**src/rtl/core/crt_pkg.sv**
```systemverilog
// Shared constants, types and handshake structs for the cadence rpm tracker.
`default_nettype none

package crt_pkg;

    // Field widths
    localparam int NOW_W      = 32;
    localparam int RPM_W      = 16;
    localparam int SECS_W     = 23;
    localparam int CNT_W      = 32;
    localparam int EMA_W      = 24;
    localparam int ALPHA_W    = 7;
    localparam int CFG_ADDR_W = 2;
    localparam int CFG_DATA_W = 32;
    localparam int S_TDATA_W  = 32;
    localparam int M_TDATA_W  = 72;
    localparam int PROD_W     = EMA_W + ALPHA_W;

    // Divider geometry: two quotient bits per step
    localparam int DIV_NUM_W  = 34;
    localparam int DIV_DEN_W  = 32;
    localparam int DIV_STEPS  = DIV_NUM_W / 2;
    localparam int DIV_CNT_W  = $clog2(DIV_STEPS);

    // Arithmetic constants
    localparam logic [DIV_NUM_W-1:0] RPM_NUMERATOR = DIV_NUM_W'(60000);
    localparam logic [DIV_DEN_W-1:0] MS_PER_SEC    = DIV_DEN_W'(1000);
    localparam logic [ALPHA_W-1:0]   ALPHA_DEFAULT = ALPHA_W'(25);
    localparam logic [ALPHA_W-1:0]   PCT_FULL      = ALPHA_W'(100);
    localparam logic [EMA_W:0]       EMA_HALF      = (EMA_W + 1)'(128);

    // Reset values of the configuration registers
    localparam logic [ALPHA_W-1:0]   ALPHA_RESET   = ALPHA_W'(25);
    localparam logic [RPM_W-1:0]     CLAMP_RESET   = RPM_W'(250);

    // Item kinds carried on s_tuser
    localparam logic FUNC_EDGE = 1'b0;
    localparam logic FUNC_TICK = 1'b1;

    typedef enum logic [CFG_ADDR_W-1:0] {
        REG_DEBOUNCE = 2'd0,
        REG_DROPOUT  = 2'd1,
        REG_ALPHA    = 2'd2,
        REG_CLAMP    = 2'd3
    } cfg_reg_t;

    typedef struct packed {
        logic                 start;
        logic [DIV_NUM_W-1:0] dividend;
        logic [DIV_DEN_W-1:0] divisor;
    } crt_div_req_t;

    typedef struct packed {
        logic                 done;
        logic [DIV_NUM_W-1:0] quotient;
    } crt_div_rsp_t;

endpackage

`default_nettype wire

```
**src/rtl/core/crt_div.sv**
```systemverilog
// Shared unsigned radix-4 restoring divider, two quotient bits per cycle.
`default_nettype none

module crt_div
    import crt_pkg::*;
(
    input  wire logic         aclk,
    input  wire logic         aresetn,
    input  wire crt_div_req_t req,
    output crt_div_rsp_t      rsp
);

    logic                 busy_reg, busy_next;
    logic                 done_reg, done_next;
    logic [DIV_CNT_W-1:0] cnt_reg, cnt_next;
    logic [DIV_NUM_W-1:0] num_reg, num_next;
    logic [DIV_DEN_W-1:0] den_reg, den_next;
    logic [DIV_DEN_W-1:0] rem_reg, rem_next;
    logic [DIV_NUM_W-1:0] quo_reg, quo_next;

    logic [DIV_DEN_W:0]   try_a, try_b;
    logic [DIV_DEN_W-1:0] rem_a;
    logic                 ge_a, ge_b;

    always_comb begin
        // first bit of the pair
        try_a = {rem_reg, num_reg[DIV_NUM_W-1]};
        ge_a  = try_a >= {1'b0, den_reg};
        rem_a = ge_a ? DIV_DEN_W'(try_a - {1'b0, den_reg}) : try_a[DIV_DEN_W-1:0];
        // second bit of the pair
        try_b = {rem_a, num_reg[DIV_NUM_W-2]};
        ge_b  = try_b >= {1'b0, den_reg};

        busy_next = busy_reg;
        done_next = 1'b0;
        cnt_next  = cnt_reg;
        num_next  = num_reg;
        den_next  = den_reg;
        rem_next  = rem_reg;
        quo_next  = quo_reg;

        if (req.start) begin
            busy_next = 1'b1;
            cnt_next  = DIV_CNT_W'(DIV_STEPS - 1);
            num_next  = req.dividend;
            den_next  = req.divisor;
            rem_next  = '0;
            quo_next  = '0;
        end else if (busy_reg) begin
            num_next = {num_reg[DIV_NUM_W-3:0], 2'b00};
            rem_next = ge_b ? DIV_DEN_W'(try_b - {1'b0, den_reg}) : try_b[DIV_DEN_W-1:0];
            quo_next = {quo_reg[DIV_NUM_W-3:0], ge_a, ge_b};
            if (cnt_reg == '0) begin
                busy_next = 1'b0;
                done_next = 1'b1;
            end else begin
                cnt_next = cnt_reg - 1'b1;
            end
        end
    end

    always_ff @(posedge aclk) begin
        if (!aresetn) begin
            busy_reg <= 1'b0;
            done_reg <= 1'b0;
            cnt_reg  <= '0;
        end else begin
            busy_reg <= busy_next;
            done_reg <= done_next;
            cnt_reg  <= cnt_next;
        end
    end

    always_ff @(posedge aclk) begin
        num_reg <= num_next;
        den_reg <= den_next;
        rem_reg <= rem_next;
        quo_reg <= quo_next;
    end

    assign rsp.done     = done_reg;
    assign rsp.quotient = quo_reg;

endmodule

`default_nettype wire

```
**src/rtl/core/cadence_rpm_tracker_top.sv**
```systemverilog
// Top level of the cadence rpm tracker: handshakes, sequencer and tracker state.
`default_nettype none

// Pedal cadence tracker. Each request is a sensor edge (s_tuser = 0) or a time
// tick (s_tuser = 1) stamped with a wrapping ms time on s_tdata, and gives
// exactly one result. Edges after arming turn their gap into a rounded rpm
// (60000 + gap/2) / gap, clamped to rpm_clamp, which feeds a percent-alpha EMA
// kept at rpm * 256; bounced edges instead bump the dropped count and, past
// dropout, report seconds of silence as a tick would. Ticks zero the displayed
// rpm after the dropout time of silence and report whole seconds of silence
// beyond it. All divisions run on one shared radix-4 divider. An accepted
// edge that updates a running filter runs the gap division, the multiply
// states ST_MIX_MUL and ST_MIX_ADD, and the mix division; an edge that seeds
// the filter, a tick past dropout and a bounced edge past dropout run one
// division; everything else runs no division. s_tready is high only while the
// sequencer is idle; a finished result waits in the output register, so the
// next request can be taken while the previous result is still unclaimed.
// Configuration writes are taken at any edge with cfg_wr_en high and should
// only be issued while the block is idle.

module cadence_rpm_tracker_top
    import crt_pkg::*;
(
    input  wire logic                  aclk,
    input  wire logic                  aresetn,
    // request channel
    input  wire logic                  s_tvalid,
    output logic                       s_tready,
    input  wire logic [S_TDATA_W-1:0]  s_tdata,   // [31:0] now_ms
    input  wire logic                  s_tuser,   // [0] func
    // result channel
    output logic                       m_tvalid,
    input  wire logic                  m_tready,
    output logic [M_TDATA_W-1:0]       m_tdata,   // [15:0] rpm_out, [38:16] dropout_secs,
                                                  // [70:39] dropped_count, [71] zero
    output logic                       m_tuser,   // [0] edge_accepted
    // configuration write port
    input  wire logic                  cfg_wr_en,
    input  wire logic [CFG_ADDR_W-1:0] cfg_addr,
    input  wire logic [CFG_DATA_W-1:0] cfg_wdata
);

    typedef enum logic [2:0] {
        ST_IDLE,
        ST_RPM_DIV,
        ST_MIX_MUL,
        ST_MIX_ADD,
        ST_MIX_DIV,
        ST_SECS_DIV,
        ST_OUT
    } state_t;

    // control and configuration
    state_t               state_reg, state_next;
    logic [NOW_W-1:0]     debounce_reg, debounce_next;
    logic [NOW_W-1:0]     dropout_reg, dropout_next;
    logic [ALPHA_W-1:0]   alpha_reg, alpha_next;
    logic [RPM_W-1:0]     clamp_reg, clamp_next;

    // tracker state
    logic                 armed_reg, armed_next;
    logic [NOW_W-1:0]     last_edge_reg, last_edge_next;
    logic [EMA_W-1:0]     ema_reg, ema_next;
    logic [RPM_W-1:0]     rpm_reg, rpm_next;
    logic [CNT_W-1:0]     bounce_reg, bounce_next;

    // per-request working values
    logic                 accepted_reg, accepted_next;
    logic [SECS_W-1:0]    secs_reg, secs_next;
    logic [EMA_W-1:0]     sample_reg, sample_next;
    logic [PROD_W-1:0]    prod_reg, prod_next;

    // divider request
    logic                 div_start_reg, div_start_next;
    logic [DIV_NUM_W-1:0] div_num_reg, div_num_next;
    logic [DIV_DEN_W-1:0] div_den_reg, div_den_next;

    // result register
    logic                 m_tvalid_reg, m_tvalid_next;
    logic [M_TDATA_W-1:0] m_tdata_reg, m_tdata_next;
    logic                 m_tuser_reg, m_tuser_next;

    crt_div_req_t         div_req;
    crt_div_rsp_t         div_rsp;

    logic [NOW_W-1:0]     gap;
    logic [NOW_W-1:0]     gap_nz;
    logic [ALPHA_W-1:0]   alpha_eff;
    logic [ALPHA_W-1:0]   alpha_rest;
    logic [RPM_W-1:0]     raw_rpm;
    logic [EMA_W:0]       ema_round;

    crt_div u_div (
        .aclk    (aclk),
        .aresetn (aresetn),
        .req     (div_req),
        .rsp     (div_rsp)
    );

    assign div_req.start    = div_start_reg;
    assign div_req.dividend = div_num_reg;
    assign div_req.divisor  = div_den_reg;

    always_comb begin
        // time since the last accepted edge, modulo 2^32
        gap    = s_tdata[NOW_W-1:0] - last_edge_reg;
        gap_nz = (gap == '0) ? NOW_W'(1) : gap;

        // zero means default weight, anything past 100 saturates
        if (alpha_reg == '0) begin
            alpha_eff = ALPHA_DEFAULT;
        end else if (alpha_reg > PCT_FULL) begin
            alpha_eff = PCT_FULL;
        end else begin
            alpha_eff = alpha_reg;
        end
        alpha_rest = PCT_FULL - alpha_eff;

        raw_rpm = (div_rsp.quotient > {(DIV_NUM_W - RPM_W)'(0), clamp_reg})
                ? clamp_reg : div_rsp.quotient[RPM_W-1:0];
        ema_round = {1'b0, div_rsp.quotient[EMA_W-1:0]} + EMA_HALF;

        state_next     = state_reg;
        debounce_next  = debounce_reg;
        dropout_next   = dropout_reg;
        alpha_next     = alpha_reg;
        clamp_next     = clamp_reg;
        armed_next     = armed_reg;
        last_edge_next = last_edge_reg;
        ema_next       = ema_reg;
        rpm_next       = rpm_reg;
        bounce_next    = bounce_reg;
        accepted_next  = accepted_reg;
        secs_next      = secs_reg;
        sample_next    = sample_reg;
        prod_next      = prod_reg;
        div_start_next = 1'b0;
        div_num_next   = div_num_reg;
        div_den_next   = div_den_reg;
        m_tvalid_next  = m_tvalid_reg;
        m_tdata_next   = m_tdata_reg;
        m_tuser_next   = m_tuser_reg;

        if (cfg_wr_en) begin
            case (cfg_reg_t'(cfg_addr))
                REG_DEBOUNCE: debounce_next = cfg_wdata[NOW_W-1:0];
                REG_DROPOUT:  dropout_next  = cfg_wdata[NOW_W-1:0];
                REG_ALPHA:    alpha_next    = cfg_wdata[ALPHA_W-1:0];
                REG_CLAMP:    clamp_next    = cfg_wdata[RPM_W-1:0];
                default:      ;
            endcase
        end

        if (m_tvalid_reg && m_tready) begin
            m_tvalid_next = 1'b0;
        end

        case (state_reg)
            ST_IDLE: begin
                if (s_tvalid) begin
                    accepted_next = 1'b0;
                    secs_next     = '0;
                    state_next    = ST_OUT;
                    if (s_tuser == FUNC_EDGE) begin
                        if (!armed_reg) begin
                            // first edge only arms
                            armed_next     = 1'b1;
                            last_edge_next = s_tdata[NOW_W-1:0];
                            accepted_next  = 1'b1;
                        end else if (gap < debounce_reg) begin
                            // bounce: count it, report silence as a tick would
                            bounce_next = bounce_reg + 1'b1;
                            if (gap >= dropout_reg) begin
                                div_start_next = 1'b1;
                                div_num_next   = DIV_NUM_W'(gap - dropout_reg);
                                div_den_next   = MS_PER_SEC;
                                state_next     = ST_SECS_DIV;
                            end
                        end else begin
                            // good edge: rpm = (60000 + g/2) / g
                            accepted_next  = 1'b1;
                            last_edge_next = s_tdata[NOW_W-1:0];
                            div_start_next = 1'b1;
                            div_num_next   = RPM_NUMERATOR
                                           + DIV_NUM_W'(gap_nz[NOW_W-1:1]);
                            div_den_next   = gap_nz;
                            state_next     = ST_RPM_DIV;
                        end
                    end else begin
                        if (armed_reg && gap >= dropout_reg) begin
                            rpm_next       = '0;
                            div_start_next = 1'b1;
                            div_num_next   = DIV_NUM_W'(gap - dropout_reg);
                            div_den_next   = MS_PER_SEC;
                            state_next     = ST_SECS_DIV;
                        end
                    end
                end
            end

            ST_RPM_DIV: begin
                if (div_rsp.done) begin
                    sample_next = {raw_rpm, 8'h00};
                    if (ema_reg == '0) begin
                        // empty filter takes the sample as is
                        ema_next   = {raw_rpm, 8'h00};
                        rpm_next   = raw_rpm;
                        state_next = ST_OUT;
                    end else begin
                        state_next = ST_MIX_MUL;
                    end
                end
            end

            ST_MIX_MUL: begin
                prod_next  = PROD_W'(sample_reg) * PROD_W'(alpha_eff);
                state_next = ST_MIX_ADD;
            end

            ST_MIX_ADD: begin
                div_start_next = 1'b1;
                div_num_next   = DIV_NUM_W'(prod_reg)
                               + DIV_NUM_W'(PROD_W'(ema_reg) * PROD_W'(alpha_rest));
                div_den_next   = DIV_DEN_W'(PCT_FULL);
                state_next     = ST_MIX_DIV;
            end

            ST_MIX_DIV: begin
                if (div_rsp.done) begin
                    ema_next   = div_rsp.quotient[EMA_W-1:0];
                    rpm_next   = ema_round[EMA_W-1:8];
                    state_next = ST_OUT;
                end
            end

            ST_SECS_DIV: begin
                if (div_rsp.done) begin
                    secs_next  = div_rsp.quotient[SECS_W-1:0];
                    state_next = ST_OUT;
                end
            end

            ST_OUT: begin
                if (!m_tvalid_reg || m_tready) begin
                    m_tvalid_next = 1'b1;
                    m_tuser_next  = accepted_reg;
                    m_tdata_next  = {1'b0, bounce_reg, secs_reg, rpm_reg};
                    state_next    = ST_IDLE;
                end
            end

            default: begin
                state_next = ST_IDLE;
            end
        endcase
    end

    always_ff @(posedge aclk) begin
        if (!aresetn) begin
            state_reg     <= ST_IDLE;
            debounce_reg  <= '0;
            dropout_reg   <= '0;
            alpha_reg     <= ALPHA_RESET;
            clamp_reg     <= CLAMP_RESET;
            armed_reg     <= 1'b0;
            last_edge_reg <= '0;
            ema_reg       <= '0;
            rpm_reg       <= '0;
            bounce_reg    <= '0;
            div_start_reg <= 1'b0;
            m_tvalid_reg  <= 1'b0;
        end else begin
            state_reg     <= state_next;
            debounce_reg  <= debounce_next;
            dropout_reg   <= dropout_next;
            alpha_reg     <= alpha_next;
            clamp_reg     <= clamp_next;
            armed_reg     <= armed_next;
            last_edge_reg <= last_edge_next;
            ema_reg       <= ema_next;
            rpm_reg       <= rpm_next;
            bounce_reg    <= bounce_next;
            div_start_reg <= div_start_next;
            m_tvalid_reg  <= m_tvalid_next;
        end
    end

    // payload, no reset needed
    always_ff @(posedge aclk) begin
        accepted_reg <= accepted_next;
        secs_reg     <= secs_next;
        sample_reg   <= sample_next;
        prod_reg     <= prod_next;
        div_num_reg  <= div_num_next;
        div_den_reg  <= div_den_next;
        m_tdata_reg  <= m_tdata_next;
        m_tuser_reg  <= m_tuser_next;
    end

    assign s_tready = (state_reg == ST_IDLE);
    assign m_tvalid = m_tvalid_reg;
    assign m_tdata  = m_tdata_reg;
    assign m_tuser  = m_tuser_reg;

endmodule

`default_nettype wire
```
**config.mk**
```make
export PLATFORM = sky130hd
export DESIGN_NAME = cadence_rpm_tracker_top
export DESIGN_NICKNAME = d
export VERILOG_FILES = /design/src/rtl/core/crt_pkg.sv /design/src/rtl/core/crt_div.sv /design/src/rtl/core/cadence_rpm_tracker_top.sv
export SDC_FILE = /design/constraint.sdc
export NUM_CORES = 2
export LEC_CHECK = 0
export BUFFER_PORTS_ARGS = -buffer_cell sky130_fd_sc_hd__buf_4
export CAP_MARGIN = 20
export CORE_UTILIZATION = 40
export DETAILED_ROUTE_END_ITERATION = 6
export PLACE_DENSITY = 0.66
export SLEW_MARGIN = 20
export SYNTH_ARGS = -nofsm -noshare
export SYNTH_HDL_FRONTEND = slang
export SYNTH_SLANG_ARGS = --single-unit
```
**constraint.sdc**
```tcl
create_clock -name aclk -period 30.4 [get_ports aclk]
set_clock_uncertainty 0.05 [all_clocks]
set_input_delay 4.56 -clock aclk [delete_from_list [all_inputs] [get_ports aclk]]
set_output_delay 4.56 -clock aclk [all_outputs]
set_load 0.01 [all_outputs]
```
# == Yosys cells after proc, flatten, opt, wreduce, memory -nomap -nowiden ==
# Cells that the tools add are included.
# classes
multipliers,2
reduce_logical,35
n_mux,68
n_addsub,10
bitwise_logic,4
order_cmp,6
eq_ne,23
# op_table
operator,count
$mux W32,11
$mux W34,8
$mux W16,7
$sub A32 B32 Y32,3
$mux W24,3
$pmux W34 S2,1
$ge A33 B32 Y1,2
$pmux W32 S2,1
$pmux W16 S3,1
$pmux W24 S2,1
$mux W23,2
$pmux W23 S2,1
$gt A34 B16 Y1,1
$sub A32 B32 Y33,1
$add A16 B31 Y32 const A,1
$add A31 B31 Y32,1
$add A32 B1 Y32 const B,1
$ge A32 B32 Y1,1
$logic_not A32 Y1,1
$lt A32 B32 Y1,1
$mul A24 B7 Y31,1
$add A24 B8 Y24 const B,1
$logic_not A24 Y1,1
$mux W3,8
other kinds (37),88
# word_totals
inputBits,72
regBits,537
out_inout_bits,75
wordCells,176

# == Logic depth before layout (Yosys ltp) ==
# depth
word_depth,9
mapped_depth,33
ltp_nobuf,30

# == Cells and area by module ==
# Synthesis repeated with hierarchy kept, for this count alone.
# hier_totals
hier_cells,4275
area_unflattened_um2,39505.4
# modules_own_cells
mod,area_each_um2,seq_area_each_um2,instances,cells_each
cadence_rpm_tracker_top,30100.1,9949.5,1,3239
crt_div,9405.3,3443.3,1,1036

# == Worst setup path after synthesis ==
# No wires, ideal clock.
# synth_path
kind,input port to flip-flop
start,in s_tdata[0]
end,reg div_den_reg[0] (enable)
slack_ps,16623
stages,23
t_arrival_ps,13148
setup_ps,579
n_path_buf,0
path_cell_list,inv_1 > ha_1 > inv_1 > fa_1 > a21o_1 > a22oi_1 > a221o_2 > o21a_1 > o31a_1 > o31a_2 > a31oi_1 > xnor2_1 > inv_1 > ha_1 > nand4_1 > nor2_1 > and3_1 > nand3_1 > a211oi_1 > nor3_1 > nor2_1 > o21ai_0 > o21ai_0
# synth_via
elab_chain_cells,5
word_cells_on_any_way,7
classes_between,add/sub (1); order compare (2); eq/ne (2); reduce/logical (2)
# synth_lines
element,line_no,source
start: declaration,cadence_rpm_tracker_top.sv:29,"input wire logic [S_TDATA_W-1:0] s_tdata,"
$sub A32 B32 Y32 (*),cadence_rpm_tracker_top.sv:106,gap = s_tdata[NOW_W-1:0] - last_edge_reg;
$ge A32 B32 Y1,"cadence_rpm_tracker_top.sv:173, cadence_rpm_tracker_top.sv:190",
$logic_and A1 B1 Y1,cadence_rpm_tracker_top.sv:190,if (armed_reg && gap >= dropout_reg) begin
$ne A3 B2 Y1 (no source line),n/a,
$reduce_and A5 Y1 (no source line) (*),n/a,
end signal: assignment,cadence_rpm_tracker_top.sv:295,div_den_reg <= div_den_next;
end: declaration,cadence_rpm_tracker_top.sv:76,"logic [DIV_DEN_W-1:0] div_den_reg, div_den_next;"
# Mark *: on every way between the ends. The rest lies on a longest branch, timed or not.
# A chain may end at the register's enable or synchronous reset.

# == Worst setup path after layout ==
# layout_path
start,in s_tdata[0]
end,reg bounce_reg[19]
# layout_via
elab_chain_cells,3
# layout_lines
element,line_no,source
$sub A32 B32 Y32,cadence_rpm_tracker_top.sv:106,
$lt A32 B32 Y1,cadence_rpm_tracker_top.sv:170,end else if (gap < debounce_reg) begin
$reduce_and A5 Y1 (no source line),n/a,
end signal: assignment,cadence_rpm_tracker_top.sv:282,bounce_reg <= bounce_next;
end: declaration,cadence_rpm_tracker_top.sv:65,"logic [CNT_W-1:0] bounce_reg, bounce_next;"
# No other way between the ends.

==> metrics.txt <==
Worst VDD drop=0.0575 mV; register area share after synthesis=34.9%; ys flop type=dfxtp_1; GRT Overall Usage=20.2%; synthesized area=38400 µm²; final hold vios=0; core area=95000 µm²; commonest non-fill, non-tap cell in the layout=inv_1; Rows=113; initial antenna violation count=8; Max Cap Violations=0; Chip Height=312 µm; drt total wl=98.7 mm; I/O Buffers=145; Initial Utilization=40.4%; fin crit share=36.1%; r2r startpoint=alpha_reg[6]; syn_area_per_cell=9.25 µm²; Layout Nets=4769; Slew @ Worst Pin=1.15 ns; Hold WC Path Type=reg2reg; CTS Root Buffer Type=clkbuf_16; Critical Path RT=30.88 ns; Clk pin slew, worst setup/hold paths=0.06 ns; maximum number of pins on one net before global-route repair=102; I/O Pins=147; Post-synth ARST share=0%; setup bufs post-CTS=0; unrepaired setup endpoints after global routing=false; final max-slew violation count=0; syn_nets=4704; Final Critical Period=10.97 ns; crit path max fanout=11; # resized after CTS=0; max reg flops=71; setup violators final=0; Rel. slew slack=22.7%; CP startpoint=s_tdata[0]; clock sinks=536; wire per inst=17.8 µm; gr ovfl total=0; Lkg Pwr=0.0181 µW; Die ar.=97300 µm²; fin area=42900 µm²; Initial DRT Pass Iterations=5; slowest CP cell=nor3_1; Yosys top cell by area=edfxtp_1; vias in the first global route=28.3k; Final GP Congestion=0.920; CTS buffer count=59; WP data arrival=11.45 ns; Yosys cell types=88; CP Launch Type=primary input; dpl cell area=40800 µm²; hpwl dp=74.7 mm; total number of vias=29.2k; CP Class=in2reg; Ant. Diodes=0; cells after synthesis=4153; Setup TNS=0 ns; clk_lat worst skew=0.66 ns; Worst Setup End Kind=flop; post-synth top area share=20.8%; synthesis-stage register bit count=536; Clock Tree Buf Depth=3; status=completed; Yosys Warn Count=0; P&R area growth vs syn=11.5%; Synth area leaders=edfxtp_1, dfxtp_1, fa_1, ha_1, inv_1; Vias/cell=5.28; drt drc=0; layout cells sized above 1=8.69%; Final ANT Viol Nets=0; CTS tree=yes; H-tree levels=2; commonest non-fill, non-tap cells in the layout=inv_1, nand2_1, ha_1, dfxtp_1, edfxtp_1; first-pass GRT wire length=157 mm; DR iter-0 viols=1943; die span in x=312 µm; Max stage delay on crit path=0.89 ns; CTS Hold Bufs=0; Worst Hold Launch=div_den_reg[14]; pwr/cell area=75.0 nW/µm²; R2R Setup Slk=20.93 ns; fmax=91.1 MHz; EDFF count, synth=266
Yosys cell counts (all sizes together), types with 27 or more instances:
cell	n
o21ai	146
a21boi	87
nor2	247
ha	274
nor2b	87
nand4	37
and2	207
a21oi	223
xor2	80
a21o	94
dfxtp	270
edfxtp	266
nand2	468
nor3	40
o21a	31
a211oi	72
nand2b	27
mux2	34
fa	205
inv	493
and3	36
xnor2	132
clkbuf	152
nand3	64
mux2i	96
metal layers:
layer	routed length (µm)	up-vias	global-route usage (%)
met1	44900	14100	27.8
met3	5970	175	3.22
li1	-	14200	-
met4	2790	10	5.82
met2	45000	746	32.6
met5	69	-	0
worst max-delay path, delay by kind of cell:
family / cells / cell delay, ns
buf+inv: 4 / 0.38
fa+ha+maj: 3 / 0.75
compound gates: 8 / 2.08
xor+xnor: 2 / 0.40
simple gates: 10 / 3.25
area by class of cell:
type                            count  area [µm²]
Inverter                          493        1850
Timing Repair Buffer              180        1370
Sequential cell                   536       13400
Tap cell                         1265        1580
Clock buffer                       73        1630
Fill cell                        9155       52100
Multi-Input combinational cell   2948       22600
Clock inverter                     39         399
final timing paths:
check                           end  depth (start not counted)
setup reg to reg    div_num_reg[30]                         28
hold reg to reg   u_div.den_reg[14]                          0
hold / removal    u_div.den_reg[14]                          0
setup / recovery     bounce_reg[19]                         27
cell families after synthesis:
kind of cell | count (synthesis) | synth area share, %
AO/OA/AOI/OAI | 827 | 14.0
other | 1 | 0.00976
flip-flops | 536 | 34.9
XOR/XNOR | 212 | 5.01
buffers and inverters | 669 | 6.61
AND/OR/NAND/NOR | 1299 | 16.4
multiplexers | 130 | 3.50
adder cells (fa/ha/maj) | 479 | 19.6
power breakdown:
part	switching, µW	internal (µW)
Combinational	923	621
Clock	311	434
Sequential	56.8	868
per-stage QoR:
step | worst slack [ns] | utilization, % | hold slack, ns | std cells | power, µW
global placement | 18.89 | 42.9 | 0.353 | 5420 | 2440
CTS | 19.45 | 45.1 | 0.362 | 5533 | 3220
floorplan | 16.62 | - | 0.350 | 4153 | 2090
detailed placement | 18.78 | 42.9 | 0.355 | 5421 | 2470
finish | 19.43 | 45.1 | 0.362 | 5534 | 3210
global route | 18.93 | 45.1 | 0.371 | 5534 | 3440
Power figures use the tool's default switching activity.
